File: src/rtl/core/ispa_pkg.sv
package ispa_pkg;

	// Default pool geometry
	localparam int MAX_SLOTS_DEF  = 64;
	localparam int NEST_DEPTH_DEF = 64;

	// Pool layout: wrapper code, then one table entry per slot, then the stacks
	localparam int ENTRY_BYTES   = 8;
	localparam int WRAPPER_BYTES = 32'h20;

	// Overflow counter ceiling
	localparam logic [7:0] OVF_MAX = 8'hFF;

	// Configuration word widths
	localparam int CFG_INDEX_W = 8;
	localparam int CFG_DATA_W  = 16;

	// Register reset values
	localparam logic [6:0] SLOT_COUNT_RST = 7'd9;
	localparam logic [9:0] SLOT_BYTES_RST = 10'd128;

	// Request codes
	localparam logic REQ_ENTER = 1'b0;
	localparam logic REQ_LEAVE = 1'b1;

	typedef enum logic [CFG_INDEX_W-1:0] {
		CFG_ENABLE     = 8'd0,
		CFG_SLOT_COUNT = 8'd1,
		CFG_SLOT_BYTES = 8'd2,
		CFG_POOL_SEG   = 8'd3
	} ispa_cfg_idx_t;

	typedef enum logic [1:0] {
		ACT_NONE    = 2'd0,
		ACT_SWITCH  = 2'd1,
		ACT_RESTORE = 2'd2
	} ispa_action_t;

	typedef enum logic [2:0] {
		ST_IDLE,
		ST_SEARCH,
		ST_POP,
		ST_RESTORE,
		ST_FIN
	} ispa_state_t;

	// Commands from the sequencer to the slot search unit
	typedef struct packed {
		logic clear;
		logic start;
		logic set;
		logic free;
	} ispa_srch_cmd_t;

	// Status back from the slot search unit
	typedef struct packed {
		logic done;
		logic found;
	} ispa_srch_sts_t;

endpackage

File: src/rtl/core/ispa_ram.sv
module ispa_ram #(
	parameter int WIDTH = 8,
	parameter int DEPTH = 64
) (
	input  logic                                   clk,
	input  logic                                   we,
	input  logic [(DEPTH > 1 ? $clog2(DEPTH) : 1)-1:0] waddr,
	input  logic [WIDTH-1:0]                       wdata,
	input  logic [(DEPTH > 1 ? $clog2(DEPTH) : 1)-1:0] raddr,
	output logic [WIDTH-1:0]                       rdata
);

	logic [WIDTH-1:0] mem [DEPTH];

	// Write port
	always_ff @(posedge clk) begin
		if (we) begin
			mem[waddr] <= wdata;
		end
	end

	// Registered read port
	always_ff @(posedge clk) begin
		rdata <= mem[raddr];
	end

endmodule

File: src/rtl/core/ispa_slot_search.sv
module ispa_slot_search #(
	parameter int MAX_SLOTS = ispa_pkg::MAX_SLOTS_DEF
) (
	input  logic                                          clk,
	input  logic                                          arst_n,
	input  ispa_pkg::ispa_srch_cmd_t                      cmd,
	input  logic [(MAX_SLOTS > 1 ? $clog2(MAX_SLOTS) : 1)-1:0] start_idx,
	input  logic [$clog2(MAX_SLOTS + 1)-1:0]              n_eff,
	input  logic [(MAX_SLOTS > 1 ? $clog2(MAX_SLOTS) : 1)-1:0] mark_idx,
	output ispa_pkg::ispa_srch_sts_t                      sts,
	output logic [(MAX_SLOTS > 1 ? $clog2(MAX_SLOTS) : 1)-1:0] idx
);

	localparam int SW = MAX_SLOTS > 1 ? $clog2(MAX_SLOTS) : 1;
	localparam int CW = $clog2(MAX_SLOTS + 1);

	logic [MAX_SLOTS-1:0] busy_q;
	logic                 active_q;
	logic                 done_q;
	logic                 found_q;
	logic [SW-1:0]        cur_q;
	logic [CW-1:0]        cnt_q;
	logic [SW-1:0]        idx_q;
	logic [SW-1:0]        cur_dec;

	// Step downward, wrap from zero to the top slot
	assign cur_dec = (cur_q == '0) ? SW'(n_eff - CW'(1)) : cur_q - SW'(1);

	// Walk one slot per cycle until a free one turns up or all were seen
	always_ff @(posedge clk or negedge arst_n) begin
		if (!arst_n) begin
			busy_q   <= '0;
			active_q <= 1'b0;
			done_q   <= 1'b0;
			found_q  <= 1'b0;
			cur_q    <= '0;
			cnt_q    <= '0;
			idx_q    <= '0;
		end else if (cmd.clear) begin
			busy_q   <= '0;
			active_q <= 1'b0;
			done_q   <= 1'b0;
		end else begin
			done_q <= 1'b0;
			if (cmd.start) begin
				active_q <= 1'b1;
				cur_q    <= start_idx;
				cnt_q    <= n_eff;
			end else if (active_q) begin
				if (!busy_q[cur_q]) begin
					done_q   <= 1'b1;
					found_q  <= 1'b1;
					idx_q    <= cur_q;
					active_q <= 1'b0;
				end else if (cnt_q == CW'(1)) begin
					done_q   <= 1'b1;
					found_q  <= 1'b0;
					active_q <= 1'b0;
				end else begin
					cur_q <= cur_dec;
					cnt_q <= cnt_q - CW'(1);
				end
			end
			// Mark a slot taken or released
			if (cmd.set) begin
				busy_q[mark_idx] <= 1'b1;
			end
			if (cmd.free) begin
				busy_q[mark_idx] <= 1'b0;
			end
		end
	end

	assign sts.done  = done_q;
	assign sts.found = found_q;
	assign idx       = idx_q;

endmodule

File: src/rtl/core/interrupt_stack_pool_allocator.sv
// Interrupt stack pool allocator.
// Input channel (in_valid / in_stall): one word per interrupt event, req_type
// 0 for enter with the interrupted cur_ss / cur_sp, 1 for leave. Output
// channel (out_valid / out_stall): one result word per event with action,
// out_ss, out_sp, slot_index and pool_exhausted.
// Config channel (cfg_valid / cfg_ready, always ready): index 0 enable,
// 1 slot_count, 2 slot_bytes, 3 pool_segment. Any write to those indexes
// empties the pool; other indexes are ignored. Write only while idle.
// A pass-through or counted event goes straight to the finish state; a leave
// reads the nesting stack in a pop state and, for a valid entry, restores in
// a further state; an enter runs the free-slot search, which checks one slot
// per cycle. One event is in work at a time; the next is taken in the cycle
// after its result is registered, even if that result is still stalled.
// Saved SS:SP and the nesting stack sit in single-port-pair RAMs with a
// registered read port; busy bits are flip-flops.
// Reset clears the pool, the nesting stack and the registers to their
// defaults; no clearing pass is needed. A stalled result holds in the output
// register and blocks only the completion of the following event.
module interrupt_stack_pool_allocator #(
	parameter int MAX_SLOTS  = ispa_pkg::MAX_SLOTS_DEF,
	parameter int NEST_DEPTH = ispa_pkg::NEST_DEPTH_DEF
) (
	input  logic                             clk,
	input  logic                             arst_n,
	input  logic                             in_valid,
	output logic                             in_stall,
	input  logic                             req_type,
	input  logic [15:0]                      cur_ss,
	input  logic [15:0]                      cur_sp,
	output logic                             out_valid,
	input  logic                             out_stall,
	output logic [1:0]                       action,
	output logic [15:0]                      out_ss,
	output logic [15:0]                      out_sp,
	output logic [5:0]                       slot_index,
	output logic                             pool_exhausted,
	input  logic                             cfg_valid,
	output logic                             cfg_ready,
	input  logic [ispa_pkg::CFG_INDEX_W-1:0] cfg_index,
	input  logic [ispa_pkg::CFG_DATA_W-1:0]  cfg_data
);

	localparam int SW = MAX_SLOTS > 1 ? $clog2(MAX_SLOTS) : 1;
	localparam int CW = $clog2(MAX_SLOTS + 1);
	localparam int AW = NEST_DEPTH > 1 ? $clog2(NEST_DEPTH) : 1;
	localparam int DW = $clog2(NEST_DEPTH + 1);

	// Configuration registers
	logic        enable_q;
	logic [6:0]  slot_count_q;
	logic [9:0]  slot_bytes_q;
	logic [15:0] pool_seg_q;

	// Pool control state
	ispa_pkg::ispa_state_t state_q, state_d;
	logic [DW-1:0] depth_q;
	logic [7:0]    ovf_q;
	logic [SW-1:0] start_q;
	logic [SW-1:0] pop_idx_q;
	logic [15:0]   ss_in_q;
	logic [15:0]   sp_in_q;

	// Result under construction
	ispa_pkg::ispa_action_t res_action_q;
	logic [15:0]   res_ss_q;
	logic [15:0]   res_sp_q;
	logic [SW-1:0] res_slot_q;
	logic          res_exh_q;

	// Output register
	logic                   out_valid_q;
	ispa_pkg::ispa_action_t out_action_q;
	logic [15:0]            out_ss_q;
	logic [15:0]            out_sp_q;
	logic [SW-1:0]          out_slot_q;
	logic                   out_exh_q;

	logic          accept;
	logic          cfg_clear;
	logic          nest_full;
	logic          out_load;
	logic [CW-1:0] n_eff;
	logic [SW-1:0] n_top;
	logic [SW-1:0] start_cl;
	logic [SW:0]   idx_p1;
	logic [SW+10:0] prod;
	logic [31:0]   top_full;

	ispa_pkg::ispa_srch_cmd_t srch_cmd;
	ispa_pkg::ispa_srch_sts_t srch_sts;
	logic [SW-1:0] srch_idx;
	logic [SW-1:0] mark_idx;

	logic          nest_we;
	logic [AW-1:0] nest_waddr;
	logic [SW:0]   nest_wdata;
	logic [AW-1:0] nest_raddr;
	logic [SW:0]   nest_rdata;
	logic          save_we;
	logic [31:0]   save_rdata;

	assign cfg_ready = 1'b1;
	assign in_stall  = (state_q != ispa_pkg::ST_IDLE);
	assign accept    = in_valid && !in_stall;
	assign out_load  = (state_q == ispa_pkg::ST_FIN) && (!out_valid_q || !out_stall);

	// Clamp the slot count into one .. MAX_SLOTS
	always_comb begin
		if (slot_count_q == 7'd0) begin
			n_eff = CW'(1);
		end else if (32'(slot_count_q) > MAX_SLOTS) begin
			n_eff = CW'(MAX_SLOTS);
		end else begin
			n_eff = CW'(slot_count_q);
		end
	end

	assign n_top     = SW'(n_eff - CW'(1));
	assign start_cl  = (32'(start_q) >= 32'(n_eff)) ? n_top : start_q;
	assign nest_full = 32'(depth_q) >= NEST_DEPTH;

	// Stack top of the found slot
	assign idx_p1   = {1'b0, srch_idx} + (SW+1)'(1);
	assign prod     = {10'd0, idx_p1} * {(SW+1)'(0), slot_bytes_q};
	assign top_full = 32'(ispa_pkg::WRAPPER_BYTES) + (32'(n_eff) << 3) + 32'(prod) - 32'd2;

	// Only listed register indexes empty the pool
	always_comb begin
		cfg_clear = 1'b0;
		if (cfg_valid && cfg_ready) begin
			case (cfg_index)
				ispa_pkg::CFG_ENABLE,
				ispa_pkg::CFG_SLOT_COUNT,
				ispa_pkg::CFG_SLOT_BYTES,
				ispa_pkg::CFG_POOL_SEG: cfg_clear = 1'b1;
				default:                cfg_clear = 1'b0;
			endcase
		end
	end

	// Memory addressing
	assign nest_waddr = AW'(depth_q);
	assign nest_wdata = srch_sts.found ? {1'b1, srch_idx} : '0;
	assign nest_raddr = AW'(depth_q - DW'(1));
	assign mark_idx   = (state_q == ispa_pkg::ST_RESTORE) ? pop_idx_q : srch_idx;

	// State register
	always_ff @(posedge clk or negedge arst_n) begin
		if (!arst_n) begin
			state_q <= ispa_pkg::ST_IDLE;
		end else begin
			state_q <= state_d;
		end
	end

	// Next state and strobes
	always_comb begin
		state_d        = state_q;
		srch_cmd       = '0;
		srch_cmd.clear = cfg_clear;
		nest_we        = 1'b0;
		save_we        = 1'b0;
		case (state_q)
			ispa_pkg::ST_IDLE: begin
				if (accept) begin
					if (!enable_q) begin
						state_d = ispa_pkg::ST_FIN;
					end else if (req_type == ispa_pkg::REQ_ENTER) begin
						if (nest_full) begin
							state_d = ispa_pkg::ST_FIN;
						end else begin
							srch_cmd.start = 1'b1;
							state_d        = ispa_pkg::ST_SEARCH;
						end
					end else if (ovf_q != 8'd0 || depth_q == '0) begin
						state_d = ispa_pkg::ST_FIN;
					end else begin
						state_d = ispa_pkg::ST_POP;
					end
				end
			end
			ispa_pkg::ST_SEARCH: begin
				if (srch_sts.done) begin
					nest_we      = 1'b1;
					save_we      = srch_sts.found;
					srch_cmd.set = srch_sts.found;
					state_d      = ispa_pkg::ST_FIN;
				end
			end
			ispa_pkg::ST_POP: begin
				state_d = nest_rdata[SW] ? ispa_pkg::ST_RESTORE : ispa_pkg::ST_FIN;
			end
			ispa_pkg::ST_RESTORE: begin
				srch_cmd.free = 1'b1;
				state_d       = ispa_pkg::ST_FIN;
			end
			ispa_pkg::ST_FIN: begin
				if (out_load) begin
					state_d = ispa_pkg::ST_IDLE;
				end
			end
			default: state_d = ispa_pkg::ST_IDLE;
		endcase
	end

	// Configuration, pool counters and result assembly
	always_ff @(posedge clk or negedge arst_n) begin
		if (!arst_n) begin
			enable_q     <= 1'b0;
			slot_count_q <= ispa_pkg::SLOT_COUNT_RST;
			slot_bytes_q <= ispa_pkg::SLOT_BYTES_RST;
			pool_seg_q   <= '0;
			depth_q      <= '0;
			ovf_q        <= '0;
			start_q      <= '1;
			pop_idx_q    <= '0;
			ss_in_q      <= '0;
			sp_in_q      <= '0;
			res_action_q <= ispa_pkg::ACT_NONE;
			res_ss_q     <= '0;
			res_sp_q     <= '0;
			res_slot_q   <= '0;
			res_exh_q    <= 1'b0;
		end else begin
			case (state_q)
				ispa_pkg::ST_IDLE: begin
					if (accept) begin
						ss_in_q      <= cur_ss;
						sp_in_q      <= cur_sp;
						res_action_q <= ispa_pkg::ACT_NONE;
						res_ss_q     <= cur_ss;
						res_sp_q     <= cur_sp;
						res_slot_q   <= '0;
						res_exh_q    <= 1'b0;
						if (enable_q) begin
							if (req_type == ispa_pkg::REQ_ENTER) begin
								if (nest_full && ovf_q != ispa_pkg::OVF_MAX) begin
									ovf_q <= ovf_q + 8'd1;
								end
							end else if (ovf_q != 8'd0) begin
								ovf_q <= ovf_q - 8'd1;
							end else if (depth_q != '0) begin
								depth_q <= depth_q - DW'(1);
							end
						end
					end
				end
				ispa_pkg::ST_SEARCH: begin
					if (srch_sts.done) begin
						depth_q <= depth_q + DW'(1);
						if (srch_sts.found) begin
							start_q      <= (srch_idx == '0) ? n_top : srch_idx - SW'(1);
							res_action_q <= ispa_pkg::ACT_SWITCH;
							res_ss_q     <= pool_seg_q;
							res_sp_q     <= top_full[15:0];
							res_slot_q   <= srch_idx;
						end else begin
							res_exh_q <= 1'b1;
						end
					end
				end
				ispa_pkg::ST_POP: begin
					pop_idx_q <= nest_rdata[SW-1:0];
				end
				ispa_pkg::ST_RESTORE: begin
					res_action_q <= ispa_pkg::ACT_RESTORE;
					res_ss_q     <= save_rdata[31:16];
					res_sp_q     <= save_rdata[15:0];
					res_slot_q   <= pop_idx_q;
					start_q      <= (32'(pop_idx_q) < 32'(n_eff)) ? pop_idx_q : n_top;
				end
				default: begin
				end
			endcase
			// Register write, pool emptied
			if (cfg_valid && cfg_ready) begin
				case (cfg_index)
					ispa_pkg::CFG_ENABLE:     enable_q     <= cfg_data[0];
					ispa_pkg::CFG_SLOT_COUNT: slot_count_q <= cfg_data[6:0];
					ispa_pkg::CFG_SLOT_BYTES: slot_bytes_q <= cfg_data[9:0];
					ispa_pkg::CFG_POOL_SEG:   pool_seg_q   <= cfg_data;
					default: begin
					end
				endcase
			end
			if (cfg_clear) begin
				depth_q <= '0;
				ovf_q   <= '0;
				start_q <= '1;
			end
		end
	end

	// Output register: load on finish, drop once taken
	always_ff @(posedge clk or negedge arst_n) begin
		if (!arst_n) begin
			out_valid_q  <= 1'b0;
			out_action_q <= ispa_pkg::ACT_NONE;
			out_ss_q     <= '0;
			out_sp_q     <= '0;
			out_slot_q   <= '0;
			out_exh_q    <= 1'b0;
		end else if (out_load) begin
			out_valid_q  <= 1'b1;
			out_action_q <= res_action_q;
			out_ss_q     <= res_ss_q;
			out_sp_q     <= res_sp_q;
			out_slot_q   <= res_slot_q;
			out_exh_q    <= res_exh_q;
		end else if (!out_stall) begin
			out_valid_q <= 1'b0;
		end
	end

	assign out_valid      = out_valid_q;
	assign action         = out_action_q;
	assign out_ss         = out_ss_q;
	assign out_sp         = out_sp_q;
	assign slot_index     = 6'(out_slot_q);
	assign pool_exhausted = out_exh_q;

	ispa_slot_search #(
		.MAX_SLOTS(MAX_SLOTS)
	) u_search (
		.clk      (clk),
		.arst_n   (arst_n),
		.cmd      (srch_cmd),
		.start_idx(start_cl),
		.n_eff    (n_eff),
		.mark_idx (mark_idx),
		.sts      (srch_sts),
		.idx      (srch_idx)
	);

	// Nesting stack: valid mark and slot number per level
	ispa_ram #(
		.WIDTH(SW + 1),
		.DEPTH(NEST_DEPTH)
	) u_nest_ram (
		.clk  (clk),
		.we   (nest_we),
		.waddr(nest_waddr),
		.wdata(nest_wdata),
		.raddr(nest_raddr),
		.rdata(nest_rdata)
	);

	// Saved SS:SP per slot
	ispa_ram #(
		.WIDTH(32),
		.DEPTH(MAX_SLOTS)
	) u_save_ram (
		.clk  (clk),
		.we   (save_we),
		.waddr(srch_idx),
		.wdata({ss_in_q, sp_in_q}),
		.raddr(nest_rdata[SW-1:0]),
		.rdata(save_rdata)
	);

	// Search results arrive only while the sequencer waits for them
	assert property (@(posedge clk) disable iff (!arst_n)
		srch_sts.done |-> state_q == ispa_pkg::ST_SEARCH)
		else $error("search done outside search state");

	// A push never runs past the nesting stack
	assert property (@(posedge clk) disable iff (!arst_n)
		state_q == ispa_pkg::ST_SEARCH |-> 32'(depth_q) < NEST_DEPTH)
		else $error("push into full nesting stack");

	// Overflow is counted only on top of a full nesting stack
	assert property (@(posedge clk) disable iff (!arst_n)
		ovf_q != 8'd0 |-> 32'(depth_q) == NEST_DEPTH)
		else $error("overflow count with nesting stack not full");

	// A new result comes only from the finish state
	assert property (@(posedge clk) disable iff (!arst_n)
		$rose(out_valid_q) |-> $past(state_q) == ispa_pkg::ST_FIN)
		else $error("result raised outside finish state");

endmodule

File: config.mk
export PLATFORM = sky130hd
export DESIGN_NAME = interrupt_stack_pool_allocator
export DESIGN_NICKNAME = d
export VERILOG_FILES = /design/src/rtl/core/ispa_pkg.sv /design/src/rtl/core/ispa_ram.sv /design/src/rtl/core/ispa_slot_search.sv /design/src/rtl/core/interrupt_stack_pool_allocator.sv
export SDC_FILE = /design/constraint.sdc
export NUM_CORES = 2
export LEC_CHECK = 0
export ABC_CLOCK_PERIOD_IN_PS = 15600
export BUFFER_PORTS_ARGS = -buffer_cell sky130_fd_sc_hd__buf_4
export CAP_MARGIN = 15
export CORE_ASPECT_RATIO = 0.75
export CORE_MARGIN = 1.5
export CORE_UTILIZATION = 33
export DETAILED_ROUTE_END_ITERATION = 10
export PLACE_DENSITY = 0.5
export SKIP_LAST_GASP = 1
export SLEW_MARGIN = 15
export SYNTH_ARGS = -nofsm -noshare
export SYNTH_HDL_FRONTEND = slang
export SYNTH_SLANG_ARGS = --single-unit
File: constraint.sdc
create_clock -name clk -period 15.6 [get_ports clk]
set_input_delay 3.12 -clock clk [delete_from_list [all_inputs] [get_ports clk]]
set_output_delay 3.12 -clock clk [all_outputs]
set_load 0.02 [all_outputs]
======== After elaboration in Yosys (flattened, before gate mapping) ========
Memories as Yosys holds them, arrays and structs flattened. A register that Yosys moved wholly into a read port is not among the register bits.
Cells that the tools add are included.
cells by class
  add/sub/neg operators ................... 12
  multiply operators ...................... 1
  magnitude comparators ................... 7
  equality and inequality tests ........... 25
  mux-type cells .......................... 102
  bitwise gates (word level) .............. 6
  reduce and logical (&&, ||, !) cells .... 43
operator list
  kind                   count
  $mux 64                4
  $mux 7                 14
  $mux 16                6
  $pmux 16 s3            2
  $mux 6                 15
  $and 64x64->64         1
  $not 64->64            1
  $or 64x64->64          1
  $mux 8                 7
  $mux 1                 35
  $mux 3                 8
  $reduce_and 4->1       5
  $pmux 6 s3             1
  $sub 6x1->6 const B    3
  $add 11x16->16         1
  $eq 8x2->1 const B     2
  $mul 7x10->16          1
  $sub 16x2->16 const B  1
  $ne 3x3->1 const B     5
  $pmux 3 s5             1
  $reduce_bool 3->1      5
  $logic_not 7->1        2
  $lt 6x7->1 const B     2
  $pmux 7 s2             1
  42 further kinds       72
storage, ports and cells
  register bits after elaboration ......... 265
  RAM bits ................................ 2496
  bits of input ports ..................... 62
  logic and storage cells ................. 227
  memories kept ........................... 2
memories
  memory          depth  bits a word  rd ports  clocked after Yosys merged registers in  wr ports  line            RTL
  u_save_ram.mem  64     32           1         1                                        1         ispa_ram.sv:13  logic [WIDTH-1:0] mem [DEPTH];
  u_nest_ram.mem  64     7            1         1                                        1         ispa_ram.sv:13

======== Depth between registers and ports, before layout ========
  depth after elaboration ................. 12
  depth in mapped cells ................... 22

======== By module ========
A second synthesis with hierarchy kept.
second synthesis, totals
  cells, all modules ...................... 5727
  area, all modules ....................... 112456.6 µm²
by module, submodules not included
  module                          instances  cells each  area each (µm²)
  ispa_ram (u_save_ram)           1          3324        78515.3
  ispa_ram (u_nest_ram)           1          837         17673.2
  interrupt_stack_pool_allocator  1          1125        11593.6
  ispa_slot_search                1          441         4674.5

======== Worst setup path before layout ========
No wires, ideal clock.
  path kind ............................... register -> register
  from .................................... register u_search.idx_q[1], in the netlist u_search.idx[1]
  to ...................................... register res_sp_q[12]
  setup time .............................. 0.131 ns
  data arrival time ....................... 5.062 ns
  data required time ...................... 15.469 ns
  slack ................................... 10.406 ns
  stages on the path, launching flop included .. 22
  path buffers ............................ 2
  cell sequence ........................... dfrtp_1 clkbuf_1 inv_1 ha_1 clkbuf_1 nand2_1 fa_1 inv_1 fa_1 fa_1 inv_1 fa_1 inv_1 ha_1 a21o_1 a21oi_1 o21bai_1 a21oi_1 nor2b_1 o41ai_1 nor4b_1 or3_1
between the ends
  longest elaborated chain between the ends .. 7
RTL lines
  what                      line                                   RTL
  start: declaration        ispa_slot_search.sv:23                 logic [SW-1:0] idx_q;
  start signal: assignment  ispa_slot_search.sv:53                 idx_q <= cur_q;
  $add 6x1->7               interrupt_stack_pool_allocator.sv:123  assign idx_p1 = {1'b0, srch_idx} + (SW+1)'(1);
  $mul 7x10->16             interrupt_stack_pool_allocator.sv:124  assign prod = {10'd0, idx_p1} * {(SW+1)'(0), slot_bytes_q};
  $add 11x16->16            interrupt_stack_pool_allocator.sv:125  assign top_full = 32'(ispa_pkg::WRAPPER_BYTES) + (32'(n_eff) << 3) + 32'(prod) - 32'd2;
  $sub 16x2->16             interrupt_stack_pool_allocator.sv:125
  $mux 16                   interrupt_stack_pool_allocator.sv:251  if (srch_sts.found) begin
  $mux 16                   interrupt_stack_pool_allocator.sv:249  if (srch_sts.done) begin
  $pmux 16 s3               interrupt_stack_pool_allocator.sv:225  case (state_q)
  end signal: assignment    interrupt_stack_pool_allocator.sv:232  res_sp_q <= cur_sp;
  end signal: assignment    interrupt_stack_pool_allocator.sv:255  res_sp_q <= top_full[15:0];
  end signal: assignment    interrupt_stack_pool_allocator.sv:268  res_sp_q <= save_rdata[15:0];
  end: declaration          interrupt_stack_pool_allocator.sv:66   logic [15:0] res_sp_q;
No other way between the ends. The select of a mux whose other input is x is not followed.
A chain may end at the register's enable or synchronous reset.

======== Worst setup path in the final report ========
  from .................................... register u_search.idx_q[0], in the netlist u_search.idx[0]
  to ...................................... register res_sp_q[13]
The elaborated chain is that of the path after synthesis.

==> results.cfg <==
[outcome]
outcome = complete, no violations

[global_routing]
grt_max_degree = 138
grt_pass1_wl_um = 449000
antenna_found_initial = 33
grt_pass1_vias = 55800
grtUsageTotal_pct = 18.6
overflow = 0

[routing]
routed.top_layer = met4
wl_met2_um = 144000
drt_iter0_drc = 7176
drc = 0
avgViaCountPerCell = 5.39
drt-total-wl_um = 323000
vias = 55600
wire_per_inst_um = 31.3
first_pass_iters = 6
dr_wl_met3_um = 24800
final_antenna_net_count = 0
drt-met1-wl_um = 146000

[final_layout]
syn_to_final_growth_pct = 14.1
drive_above_1_share_pct = 29.3
fill_cells = 30400
num-nets-final = 5802
design_area_sq_mm = 0.128

[setup_path]
timing.rr.end = res_sp_q[13]
cp_max_fo = 21
criticalPathCategory = register to register
r2r_cells = 19
endpoint_kind = register
setup.worst_path.start_class = register
worstPathArrival_ns = 7.29
critPathRequiredTime_ns = 16.32
rr_startpoint = u_search.idx[0]
r2r_slack_ns = 9.03

[clocking]
clkTransAtPathRegs_ns = 0.06
clock_path_buffers = 4
cts_buffers = 279
cts_setup_buffers = 0
cts_tree = yes
cts_max_level = 5
numClockSinks = 2800
hold_buffers = 0
clk_latency_ns = 0.87
clockRootBuffer = clkbuf_16
cts_resized = 0

[power]
p_per_area_mw_per_mm2 = 155
p_total_uw = 19700
vdd_ir_drop_max_uv = 163
leakage_uw = 0.0430

[sta]
fmax_ghz = 0.152
setup_viol = 0
clock_skew_ns = 0.0614
relSlewSlack_pct = 21.1
rsz0062_at_grt = false
post-route-min-period_ns = 6.57
final.period_utilization_pct = 42.1
hold_violations = 0
fin_setup_tns_ns = 0
drv_slew = 0
tightest_slew_ns = 1.15

[synth]
syn_avg_cell_area_sq_um = 20.8
synth_top_area_cell = edfxtp_1
seq_area_frac_synth_pct = 73.7
async_flop_share_pct = 9.46
ys_types = 82
synth_top_flop_cell = edfxtp_1
ys_warn_count = 0
ys_ff_latch = 2800
synth.area.top_cells = edfxtp_1, mux4_2, dfrtp_1
synth_area_sq_mm = 0.112
synth_edf_count = 2496
netlist_instances = 5384
synth_top_cell_area_share_pct = 67.0
synthesis.nets = 5561

[hold_path]
holdCritPathClass = register to register
whs_endpoint = res_action_q[1]
hold_path_depth = 2
hp-start = res_action_q[1]

[floorplan]
num_io_pins = 106
die_x_um = 675
initial_core_util_pct = 33.3
rows = 184
die_h_um = 507
core-area_sq_mm = 0.336
die_area_sq_mm = 0.342

[place]
dp_hpwl_um = 180000
portBuffers = 104
place_congestion = 0.845
placed_cell_area_sq_mm = 0.119

[run]
drv_cap = 0
synth_stat cells, types with 7 or more instances:
cell and number:
edfxtp_1 2496, mux4_2 820, dfrtp_1 256, nor2_1 245
nand2_1 225, clkbuf_1 160, a21oi_1 130, inv_1 106
mux2_2 92, buf_2 77, o21ai_0 71, a211oi_1 69
ha_1 64, and2_1 51, fa_1 51, buf_1 46
mux2i_1 41, dfxtp_1 39, nand3_1 30, nor3_1 30
nor2b_1 27, xnor2_1 26, nand2b_1 21, xor2_1 12
and3_1 11, a31oi_1 10, dfstp_2 9, o211ai_1 9
o21a_1 9, nand3b_1 8, o22ai_1 8, a21o_1 7
or3_1 7
routing by layer:
metal  global-route usage, %  up-vias
li1                        -    22600
met1                    28.4    30600
met2                    27.6     2057
met3                    3.31      360
met4                    4.45        0
met5                       0        -
stage by stage:
step / std cells / hold WS (ns) / util [%] / setup slack [ns]
after floorplan: 5384 / 0.443 / - / 10.41
after global placement: 9806 / 0.461 / 35.3 / 9.29
after detailed placement: 9806 / 0.472 / 35.3 / 9.17
after CTS: 10300 / 0.487 / 37.9 / 9.11
after global routing: 10300 / 0.505 / 37.9 / 8.71
final: 10300 / 0.477 / 38.0 / 9.03
cell families after synthesis:
group           count (synthesis)  synth area share (%)
compound gates                371                  2.10
xor+xnor                       38                 0.298
fa+ha+maj                     115                  1.63
buf+inv                       399                  1.48
flops                        2800                  73.7
mux                           962                  18.0
other cells                     1               0.00335
simple gates                  698                  2.84
power breakdown:
group,internal (uW),total [uW],leakage (uW),switching [uW]
logic,1140,3080,0.0116,1940
clock network,3780,6650,0.00431,2870
registers,9240,9980,0.0271,736
total,14200,19700,0.0430,5540
area by class of cell:
cell class              instances  area, sq um  share of cell area (%)
multi-input cells            2185        28300                    22.2
inverters                     107          402                   0.315
diodes                          6         15.0                  0.0118
repair buffers                252         1970                    1.54
flip-flops and latches       2800        82500                    64.7
well taps                    4464         5590                    4.38
clock buffers                 374         7710                    6.04
clock inverters               119         1100                   0.862
cell usage in the layout, fill, tap and decap left out, types with 38 or more instances in the layout:
cell / n
o21ai_0: 71
mux2_2: 92
a211oi_1: 69
nor2_1: 190
and2_1: 41
inv_1: 106
edfxtp_1: 2496
mux4_2: 820
mux2i_1: 41
clkbuf_1: 69
clkinv_2: 38
clkbuf_16: 289
fa_1: 51
buf_4: 246
clkinv_1: 42
nand2_1: 225
dfrtp_1: 221
ha_1: 63
a21oi_1: 130
nor2_4: 55
worst max path at each step:
stage,startpoint,end,slack (ns),depth (start not counted)
floorplan,u_search.idx[1],res_sp_q[12],10.41,21
global placement,u_search.idx[0],res_sp_q[13],9.29,19
detailed placement,u_search.idx[0],res_sp_q[12],9.17,17
CTS,u_search.idx[0],res_sp_q[13],9.11,19
global route,u_search.idx[0],res_sp_q[12],8.71,17
finish,u_search.idx[0],res_sp_q[13],9.03,19
state kept, by name (all words and copies together) (netlist names), 32 cells and up:
signal            count
u_save_ram.rdata     32
u_search.busy_q      64
u_save_ram.mem     2048
u_nest_ram.mem      448
critical path: stages (launching register included):
cell and delay, ns:
dfrtp_1 0.83, nand3_1 0.52, xor2_1 0.98, nor2b_1 0.14, fa_1 0.53, inv_1 0.06
fa_1 0.54, inv_1 0.05, fa_1 0.49, inv_1 0.07, fa_1 0.49, inv_1 0.04
ha_1 0.28, a21oi_1 0.14, o21a_1 0.24, o21a_1 0.20, o31ai_1 0.32, xnor2_1 0.15
o21ai_0 0.09, mux2_2 0.27
(Power assumes the default switching activity.)
